**config.mk**
```make
export PLATFORM = sky130hd
export DESIGN_NAME = fragment_hole_tracker
export DESIGN_NICKNAME = d
export VERILOG_FILES = /design/src/sv/fht_pkg.sv /design/src/sv/fht_ram.sv /design/src/sv/fragment_hole_tracker.sv
export SDC_FILE = /design/constraint.sdc
export NUM_CORES = 1
export LEC_CHECK = 0
export ABC_AREA = 1
export BUFFER_PORTS_ARGS = -buffer_cell sky130_fd_sc_hd__clkbuf_2
export CORE_UTILIZATION = 65
export CTS_BUF_LIST = sky130_fd_sc_hd__clkbuf_8 sky130_fd_sc_hd__clkbuf_16
export DETAILED_ROUTE_END_ITERATION = 8
export PLACE_DENSITY_LB_ADDON = 0.08
export REMOVE_ABC_BUFFERS = 1
export SYNTH_ARGS = -nofsm -noshare
export SYNTH_HDL_FRONTEND = slang
export SYNTH_SLANG_ARGS = --single-unit
```
**constraint.sdc**
```tcl
create_clock -name clk -period 7.6 [get_ports clk]
set_clock_uncertainty 0.2 [all_clocks]
set_input_delay 0.38 -clock clk [delete_from_list [all_inputs] [get_ports clk]]
set_output_delay 0.38 -clock clk [all_outputs]
set_load 0.05 [all_outputs]
```
**src/sv/fht_pkg.sv**
```systemverilog
// Shared types and status codes for the fragment hole tracker.
package fht_pkg;

    localparam logic [1:0] ST_ACCEPT = 2'd0;
    localparam logic [1:0] ST_IGNORE = 2'd1;
    localparam logic [1:0] ST_REJECT = 2'd2;

    localparam int WORD_W = 16;

    typedef enum logic [6:0] {
        S_IDLE = 7'b0000001,
        S_INIT = 7'b0000010,
        S_SCAN = 7'b0000100,
        S_LAST = 7'b0001000,
        S_UPD  = 7'b0010000,
        S_WR2  = 7'b0100000,
        S_DONE = 7'b1000000
    } state_t;

endpackage

```
**src/sv/fht_ram.sv**
```systemverilog
// Generic single-write, single-read RAM with registered read data.
module fht_ram #(
    parameter int WIDTH = 32,
    parameter int DEPTH = 16
) (
    input  logic                     clk,
    input  logic                     we,
    input  logic [$clog2(DEPTH)-1:0] waddr,
    input  logic [WIDTH-1:0]         wdata,
    input  logic [$clog2(DEPTH)-1:0] raddr,
    output logic [WIDTH-1:0]         rdata
);

    logic [WIDTH-1:0] mem [DEPTH];

    always_ff @(posedge clk)
    begin
        if (we)
        begin
            mem[waddr] <= wdata;
        end
        rdata <= mem[raddr];
    end

endmodule

```
**src/sv/fragment_hole_tracker.sv**
```systemverilog
// Fragment hole tracker: hole-descriptor list for message reassembly.
//
// Input channel s_*: one beat per fragment (offset, length, message length,
// first and compatible flags). Output channel m_*: one beat per fragment with
// status (accepted / ignored / rejected), completion flag and open hole count.
// m_tvalid rises from the output register once the fragment has passed
// S_DONE. A fragment settled by the length, error or range checks alone
// goes straight to S_DONE (through S_INIT for a first fragment of nonzero
// length). Otherwise S_INIT comes first for a first fragment and the scan
// sets the time: one hole entry is read from the descriptor RAM each cycle,
// then S_LAST covers the last read, S_UPD the update and S_WR2 a second
// write when a hole splits in two. s_tready is high only while the block is
// idle; one fragment is in work at a time.
// The result sits in an output register, so the next fragment is
// taken while a result still waits; a stalled m_tready holds the block in
// its final state, S_DONE, only when a second result is ready behind the first.
// Reset clears the hole valid bits, error, stored length and the output
// valid flag; the descriptor RAM itself is not cleared and needs no sweep.
module fragment_hole_tracker #(
    parameter int MAX_HOLES = 16
) (
    input  logic        clk,
    input  logic        rst_n,
    input  logic        s_tvalid,
    output logic        s_tready,
    input  logic [47:0] s_tdata,   // msg_length, frag_offset, frag_len
    input  logic [1:0]  s_tuser,   // first, compatible
    output logic        m_tvalid,
    input  logic        m_tready,
    output logic [7:0]  m_tdata    // status, complete, holes_left
);

    localparam int IDX_W = $clog2(MAX_HOLES);
    localparam int CNT_W = $clog2(MAX_HOLES + 1);
    localparam int W     = fht_pkg::WORD_W;

    fht_pkg::state_t state_reg, state_next;

    logic [MAX_HOLES-1:0] valid_reg, valid_next;
    logic [CNT_W-1:0]     cnt_reg, cnt_next;
    logic [W-1:0]         len_reg, len_next;
    logic                 err_reg, err_next;
    logic                 asm_reg, asm_next;
    logic [W-1:0]         off_reg, off_next;
    logic [W-1:0]         back_reg, back_next;
    logic                 bad_reg, bad_next;
    logic [1:0]           status_reg, status_next;

    logic [IDX_W-1:0]     scan_idx_reg, scan_idx_next;
    logic [IDX_W-1:0]     data_idx_reg;
    logic                 data_vld_reg;
    logic                 found_reg, found_next;
    logic [IDX_W-1:0]     m_idx_reg, m_idx_next;
    logic [W-1:0]         m_start_reg, m_start_next;
    logic [W-1:0]         m_end_reg, m_end_next;
    logic                 have0_reg, have0_next;
    logic                 have1_reg, have1_next;
    logic [IDX_W-1:0]     f0_reg, f0_next;
    logic [IDX_W-1:0]     f1_reg, f1_next;

    logic [IDX_W-1:0]     wr2_addr_reg, wr2_addr_next;
    logic [2*W-1:0]       wr2_data_reg, wr2_data_next;

    logic                 out_valid_reg, out_valid_next;
    logic [7:0]           out_data_reg, out_data_next;

    // RAM ports
    logic                 ram_we;
    logic [IDX_W-1:0]     ram_waddr;
    logic [2*W-1:0]       ram_wdata;
    logic [2*W-1:0]       ram_rdata;

    // input fields
    logic                 in_first, in_compat;
    logic [W-1:0]         in_mlen, in_off, in_len;
    logic [W-1:0]         eff_len;
    logic                 range_bad;

    // scan and update terms
    logic [W-1:0]         rd_start, rd_end;
    logic                 rd_valid, hit;
    logic                 head_gap, after, full;
    logic                 use_f0;
    logic [IDX_W-1:0]     slot_a, slot_b;
    logic [8:0]           cnt_ext;
    logic [4:0]           holes_sat;
    logic                 complete;

    assign in_mlen   = s_tdata[15:0];
    assign in_off    = s_tdata[31:16];
    assign in_len    = s_tdata[47:32];
    assign in_first  = s_tuser[0];
    assign in_compat = s_tuser[1];

    assign eff_len   = in_first ? in_mlen : len_reg;
    assign range_bad = (in_len == '0) ||
                       (({1'b0, in_off} + {1'b0, in_len}) > {1'b0, eff_len});

    assign rd_start = ram_rdata[W-1:0];
    assign rd_end   = ram_rdata[2*W-1:W];
    assign rd_valid = valid_reg[data_idx_reg];
    assign hit      = rd_valid && (rd_start <= off_reg) && (back_reg <= rd_end);

    assign head_gap = m_start_reg < off_reg;
    assign after    = back_reg < m_end_reg;
    assign full     = head_gap && after && (cnt_reg == CNT_W'(MAX_HOLES));

    // the two lowest free slots once the matched hole is released
    assign use_f0 = have0_reg && (f0_reg < m_idx_reg);
    assign slot_a = use_f0 ? f0_reg : m_idx_reg;
    assign slot_b = use_f0 ? ((have1_reg && (f1_reg < m_idx_reg)) ? f1_reg : m_idx_reg)
                           : f0_reg;

    assign cnt_ext   = 9'(cnt_reg);
    assign holes_sat = (cnt_ext > 9'd31) ? 5'd31 : cnt_ext[4:0];
    assign complete  = asm_reg && (cnt_reg == '0) && !err_reg;

    assign s_tready = (state_reg == fht_pkg::S_IDLE);
    assign m_tvalid = out_valid_reg;
    assign m_tdata  = out_data_reg;

    fht_ram #(
        .WIDTH(2 * W),
        .DEPTH(MAX_HOLES)
    ) u_ram (
        .clk   (clk),
        .we    (ram_we),
        .waddr (ram_waddr),
        .wdata (ram_wdata),
        .raddr (scan_idx_reg),
        .rdata (ram_rdata)
    );

    always_comb
    begin
        state_next     = state_reg;
        valid_next     = valid_reg;
        cnt_next       = cnt_reg;
        len_next       = len_reg;
        err_next       = err_reg;
        asm_next       = asm_reg;
        off_next       = off_reg;
        back_next      = back_reg;
        bad_next       = bad_reg;
        status_next    = status_reg;
        scan_idx_next  = scan_idx_reg;
        found_next     = found_reg;
        m_idx_next     = m_idx_reg;
        m_start_next   = m_start_reg;
        m_end_next     = m_end_reg;
        have0_next     = have0_reg;
        have1_next     = have1_reg;
        f0_next        = f0_reg;
        f1_next        = f1_reg;
        wr2_addr_next  = wr2_addr_reg;
        wr2_data_next  = wr2_data_reg;
        out_valid_next = out_valid_reg && !m_tready;
        out_data_next  = out_data_reg;
        ram_we         = 1'b0;
        ram_waddr      = '0;
        ram_wdata      = '0;

        // scan results, one entry behind the read address
        if (data_vld_reg)
        begin
            if (hit && !found_reg)
            begin
                found_next   = 1'b1;
                m_idx_next   = data_idx_reg;
                m_start_next = rd_start;
                m_end_next   = rd_end;
            end
            if (!rd_valid)
            begin
                if (!have0_reg)
                begin
                    have0_next = 1'b1;
                    f0_next    = data_idx_reg;
                end
                else if (!have1_reg)
                begin
                    have1_next = 1'b1;
                    f1_next    = data_idx_reg;
                end
            end
        end

        case (state_reg)
            fht_pkg::S_IDLE:
            begin
                if (s_tvalid)
                begin
                    off_next      = in_off;
                    back_next     = in_off + in_len - W'(1);
                    bad_next      = range_bad;
                    scan_idx_next = '0;
                    found_next    = 1'b0;
                    have0_next    = 1'b0;
                    have1_next    = 1'b0;
                    if (in_first)
                    begin
                        valid_next  = '0;
                        cnt_next    = '0;
                        len_next    = in_mlen;
                        err_next    = 1'b0;
                        asm_next    = 1'b1;
                        status_next = fht_pkg::ST_IGNORE;
                        // empty message is complete at once
                        state_next  = (in_mlen == '0) ? fht_pkg::S_DONE : fht_pkg::S_INIT;
                    end
                    else if (!asm_reg || err_reg)
                    begin
                        status_next = fht_pkg::ST_REJECT;
                        state_next  = fht_pkg::S_DONE;
                    end
                    else if ((in_mlen != len_reg) || !in_compat)
                    begin
                        err_next    = 1'b1;
                        status_next = fht_pkg::ST_REJECT;
                        state_next  = fht_pkg::S_DONE;
                    end
                    else if (range_bad)
                    begin
                        status_next = fht_pkg::ST_IGNORE;
                        state_next  = fht_pkg::S_DONE;
                    end
                    else
                    begin
                        state_next = fht_pkg::S_SCAN;
                    end
                end
            end
            fht_pkg::S_INIT:
            begin
                // one hole over the whole message
                ram_we        = 1'b1;
                ram_waddr     = '0;
                ram_wdata     = {len_reg - W'(1), W'(0)};
                valid_next[0] = 1'b1;
                cnt_next      = CNT_W'(1);
                state_next    = bad_reg ? fht_pkg::S_DONE : fht_pkg::S_SCAN;
            end
            fht_pkg::S_SCAN:
            begin
                if (scan_idx_reg == IDX_W'(MAX_HOLES - 1))
                begin
                    state_next = fht_pkg::S_LAST;
                end
                else
                begin
                    scan_idx_next = scan_idx_reg + IDX_W'(1);
                end
            end
            fht_pkg::S_LAST:
            begin
                state_next = fht_pkg::S_UPD;
            end
            fht_pkg::S_UPD:
            begin
                if (!found_reg)
                begin
                    status_next = fht_pkg::ST_IGNORE;
                    state_next  = fht_pkg::S_DONE;
                end
                else if (full)
                begin
                    err_next    = 1'b1;
                    status_next = fht_pkg::ST_REJECT;
                    state_next  = fht_pkg::S_DONE;
                end
                else
                begin
                    status_next           = fht_pkg::ST_ACCEPT;
                    valid_next[m_idx_reg] = 1'b0;
                    cnt_next = cnt_reg - CNT_W'(1) + CNT_W'(head_gap) + CNT_W'(after);
                    if (head_gap || after)
                    begin
                        ram_we             = 1'b1;
                        ram_waddr          = slot_a;
                        valid_next[slot_a] = 1'b1;
                        ram_wdata = head_gap ? {off_reg - W'(1), m_start_reg}
                                             : {m_end_reg, back_reg + W'(1)};
                    end
                    if (head_gap && after)
                    begin
                        valid_next[slot_b] = 1'b1;
                        wr2_addr_next      = slot_b;
                        wr2_data_next      = {m_end_reg, back_reg + W'(1)};
                        state_next         = fht_pkg::S_WR2;
                    end
                    else
                    begin
                        state_next = fht_pkg::S_DONE;
                    end
                end
            end
            fht_pkg::S_WR2:
            begin
                ram_we     = 1'b1;
                ram_waddr  = wr2_addr_reg;
                ram_wdata  = wr2_data_reg;
                state_next = fht_pkg::S_DONE;
            end
            fht_pkg::S_DONE:
            begin
                if (!out_valid_reg || m_tready)
                begin
                    out_valid_next = 1'b1;
                    out_data_next  = {holes_sat, complete, status_reg};
                    state_next     = fht_pkg::S_IDLE;
                end
            end
            default:
            begin
                state_next = fht_pkg::S_IDLE;
            end
        endcase
    end

    always_ff @(posedge clk or negedge rst_n)
    begin
        if (!rst_n)
        begin
            state_reg     <= fht_pkg::S_IDLE;
            valid_reg     <= '0;
            cnt_reg       <= '0;
            len_reg       <= '0;
            err_reg       <= 1'b0;
            asm_reg       <= 1'b0;
            data_vld_reg  <= 1'b0;
            out_valid_reg <= 1'b0;
        end
        else
        begin
            state_reg     <= state_next;
            valid_reg     <= valid_next;
            cnt_reg       <= cnt_next;
            len_reg       <= len_next;
            err_reg       <= err_next;
            asm_reg       <= asm_next;
            data_vld_reg  <= (state_reg == fht_pkg::S_SCAN);
            out_valid_reg <= out_valid_next;
        end
    end

    always_ff @(posedge clk)
    begin
        off_reg      <= off_next;
        back_reg     <= back_next;
        bad_reg      <= bad_next;
        status_reg   <= status_next;
        scan_idx_reg <= scan_idx_next;
        data_idx_reg <= scan_idx_reg;
        found_reg    <= found_next;
        m_idx_reg    <= m_idx_next;
        m_start_reg  <= m_start_next;
        m_end_reg    <= m_end_next;
        have0_reg    <= have0_next;
        have1_reg    <= have1_next;
        f0_reg       <= f0_next;
        f1_reg       <= f1_next;
        wr2_addr_reg <= wr2_addr_next;
        wr2_data_reg <= wr2_data_next;
        out_data_reg <= out_data_next;
    end

endmodule

```
==> results.sh <==
export IMPL_outcome="finished clean"
export IMPL_drtIter0Drc=3017
export IMPL_path_class="flip-flop to flip-flop"
export IMPL_syn_area_um2=33790
export IMPL_ys_flop_type="edfxtp_1"
export IMPL_placed_cell_area_um2=34810
export IMPL_min_path_cells=5
export IMPL_period_share_pct=67.80
export IMPL_io_pins=64
export IMPL_post_cts_resized=0
export IMPL_grtUsageMet3_pct=4.688
export IMPL_end_kind="flip-flop"
export IMPL_start_util_pct=65.87
export IMPL_grt_use_total_pct=34.01
export IMPL_sw_frac_of_total_pct=35.85
export IMPL_final_common_cell="edfxtp_1"
export IMPL_wire_per_inst_um=23.18
export IMPL_p_comb_share_pct=29.5
export IMPL_hold_end="len_reg[0]$_DFFE_PN0P_"
export IMPL_hold_viol_final=0
export IMPL_clockBufferDepth=3
export IMPL_p_sw_mw=4.289
export IMPL_cp_required_ns=7.62
export IMPL_finalPower_mw=11.96
export IMPL_clk_pin_slew_ns=0.06
export IMPL_reg2reg_slack_ns=2.45
export IMPL_avgSynthCellArea_um2=11.05
export IMPL_grt_busiest_layer="met2"
export IMPL_rsz0062_at_grt="false"
export IMPL_cp_max_fo=39
export IMPL_ys_types=60
export IMPL_syn2layout_area_growth_pct=10.38
export IMPL_drv_cap=0
export IMPL_hold_class="input pin to flip-flop"
export IMPL_grt_use_met1_pct=48.15
export IMPL_period_minus_slack_ns=5.153
export IMPL_via_per_inst=6.258
export IMPL_rows=83
export IMPL_worstReg2RegStart="off_reg[3]$_DFFE_PP_"
export IMPL_cts_tree="yes"
export IMPL_postRouteAntennaNets=0
export IMPL_maxSlewHeadroom_pct=14.82
export IMPL_ys_seq_area_share_pct=62.65
export IMPL_yosysTopAreaCell="edfxtp_1"
export IMPL_fmax_mhz=194.1
export IMPL_synth_async_reset_ratio_pct=6.612
export IMPL_clkSinkCount=726
export IMPL_dp_hpwl_mm=56.39
export IMPL_grt_antenna_before_repair=3
export IMPL_seqPwrFrac_pct=41.7
export IMPL_drc=0
export IMPL_power_density_nw_per_um2=320.8
export IMPL_final_cell_mix="edfxtp_1 (639), nand2_1 (487), nor2_1 (396), inv_1 (273), o21ai_0 (229)"
export IMPL_worst_pin_slew_ns=1.272
export IMPL_ys_warn_count=0
export IMPL_htree_levels=3
export IMPL_setup_ws_ns=2.447
export IMPL_die_y_um=230.0
export IMPL_r2r_cells=15
export IMPL_netlist_instances=3058
export IMPL_leakage_nw=13.74
export IMPL_internal_power_mw=7.676
export IMPL_cts_buffers=75
export IMPL_synth_area_leaders="edfxtp_1 (57%), nand2_1 (5.4%), ha_1 (5.3%)"
export IMPL_grtUsageMet2_pct=53.78
export IMPL_reg2reg_to="u_ram.mem[0][9]$_DFFE_PP_"
export IMPL_synth_seq_cells=726
export IMPL_synth_top_area_share_pct=56.79
export IMPL_grt_pass1_wl_mm=135.3
export IMPL_cts_root_buf="clkbuf_16"
export IMPL_finalWirelength_mm=89.44
export IMPL_die_w_um=230.0
export IMPL_p_clk_share_pct=28.8
export IMPL_layout_nets=3320
export IMPL_core_area_um2=51300
export IMPL_ir_drop_uv=429.0
export IMPL_design_area_um2=37300
export IMPL_hold_start="s_tdata[0]"
export IMPL_grt_ovfl_total=0
export IMPL_drv_slew=0
export IMPL_gp_congestion=0.9455
export IMPL_drive_gt1_share_pct=8.462
export IMPL_crit_arrival_ns=5.17
export IMPL_diodes=0
export IMPL_grt_pass1_vias=23470
export IMPL_n_fill_cell=3518
export IMPL_critPathLaunchType="flip-flop"
export IMPL_place_ws_ns=2.510
export IMPL_largest_reg_flops=512
export IMPL_detail_route_first_pass_iterations=6
export IMPL_port_buffers=63
export IMPL_synth_edf_count=639
export IMPL_design_die_area_um2=52900
export IMPL_setup_viol=0
export IMPL_vias=24150
export IMPL_grt_max_degree=179
export IMPL_clk_latency_ns=0.62
==> through the flow <==
stage               hold WS [ns]  setup TNS (ns)  util, %  instances
finish                   0.05418               0    72.71       3859
global placement          0.2132               0    67.86       3706
global route             0.07185               0    72.71       3859
CTS                      0.02145               0    72.71       3859
detailed placement        0.2138               0    67.86       3706
floorplan                -0.1156         -106.98        -       2933
==> cell usage after synthesis (4+ instances only) <==
| cell type | count |
|---|---|
| edfxtp_1 | 639 |
| nand2_1 | 487 |
| nor2_1 | 415 |
| inv_1 | 250 |
| o21ai_0 | 229 |
| ha_1 | 142 |
| nand3_1 | 133 |
| a21oi_1 | 105 |
| clkbuf_1 | 83 |
| o32ai_1 | 76 |
| o221ai_1 | 55 |
| mux2i_1 | 52 |
| xor2_1 | 52 |
| dfrtp_1 | 47 |
| dfxtp_1 | 39 |
| buf_2 | 34 |
| o211ai_1 | 30 |
| nand4_1 | 25 |
| nor3_1 | 19 |
| inv_2 | 16 |
| xnor2_1 | 14 |
| nor4_1 | 11 |
| a21o_1 | 9 |
| a22o_1 | 8 |
| nand2_2 | 8 |
| nor2_2 | 8 |
| a31oi_1 | 6 |
| o21ai_1 | 6 |
| a211oi_1 | 4 |
| buf_1 | 4 |
| nand3_2 | 4 |
==> what timing repair did <==
action / in CTS / in global routing
buffers inserted: 0 / 0
hold buffers: 18 / 0
endpoints found under the hold margin: 65 / 0
==> routing by layer <==
metal | routed length [um] | part of all wire, %
met1 | 36480 | 41
met2 | 42030 | 47
met3 | 7810 | 8.7
met4 | 3105 | 3.5
met5 | 10 | 0.011
==> final cells by class <==
type	instances	area, um2	share of cell area, %
clock buffers	81	1971	5.283
multi-input cells	1936	11200	30.04
well taps	680	850.8	2.281
flip-flops and latches	726	21170	56.76
inverters	271	1032	2.767
repair buffers	111	733.2	1.966
clock inverters	54	336.6	0.9024
==> worst max path at each step <==
stage,start,end,slack (ns),cells after the start
2_1_floorplan,scan_idx_reg[0]$_SDFFCE_PN0P_,u_ram.rdata[10]$_DFF_P_,-3.38,5
5_1_grt,off_reg[3]$_DFFE_PP_,u_ram.mem[2][13]$_DFFE_PP_,2.10,15
3_5_place_dp,off_reg[3]$_DFFE_PP_,u_ram.mem[0][8]$_DFFE_PP_,2.51,17
6_report,off_reg[3]$_DFFE_PP_,u_ram.mem[0][9]$_DFFE_PP_,2.45,15
3_3_place_gp,off_reg[3]$_DFFE_PP_,u_ram.mem[2][14]$_DFFE_PP_,2.65,17
4_1_cts,off_reg[3]$_DFFE_PP_,u_ram.mem[2][30]$_DFFE_PP_,2.50,17
==> kinds of logic (layout without fill, tap and decap cells) <==
logic type	after synthesis	after routing	share of synthesized area (%)
compound gates	546	546	10.15
simple gates	1127	1127	13.90
buf+inv	396	517	4.610
xor+xnor	66	66	1.711
mux	52	52	1.540
flops	726	726	62.65
fa+ha+maj	145	145	5.436
==> power groups by stage <==
stage	Clock [mW]	Sequential [mW]	Combinational, mW
global placement	0	5.05	3.35
global route	3.63	5.01	3.83
CTS	3.47	4.98	3.47
detailed placement	0	5.06	3.42
floorplan	0	5.22	2.10
finish	3.45	4.99	3.53
==> critical path: stages, from the launching register on <==
cell      delay (ns)
edfxtp_1        0.41
inv_1           0.15
ha_1            0.27
a21oi_1         0.15
nand2_1         0.08
nand2_1         0.06
nand2_1         0.09
nand2_1         0.09
nand2_2         0.36
inv_2           0.73
nand3_2         0.40
nand3_1         0.21
nand2_1         0.11
nor2_1          0.15
nand2_1         0.26
nor2_4          1.01
No activity file was read; power rests on OpenSTA's default activity.
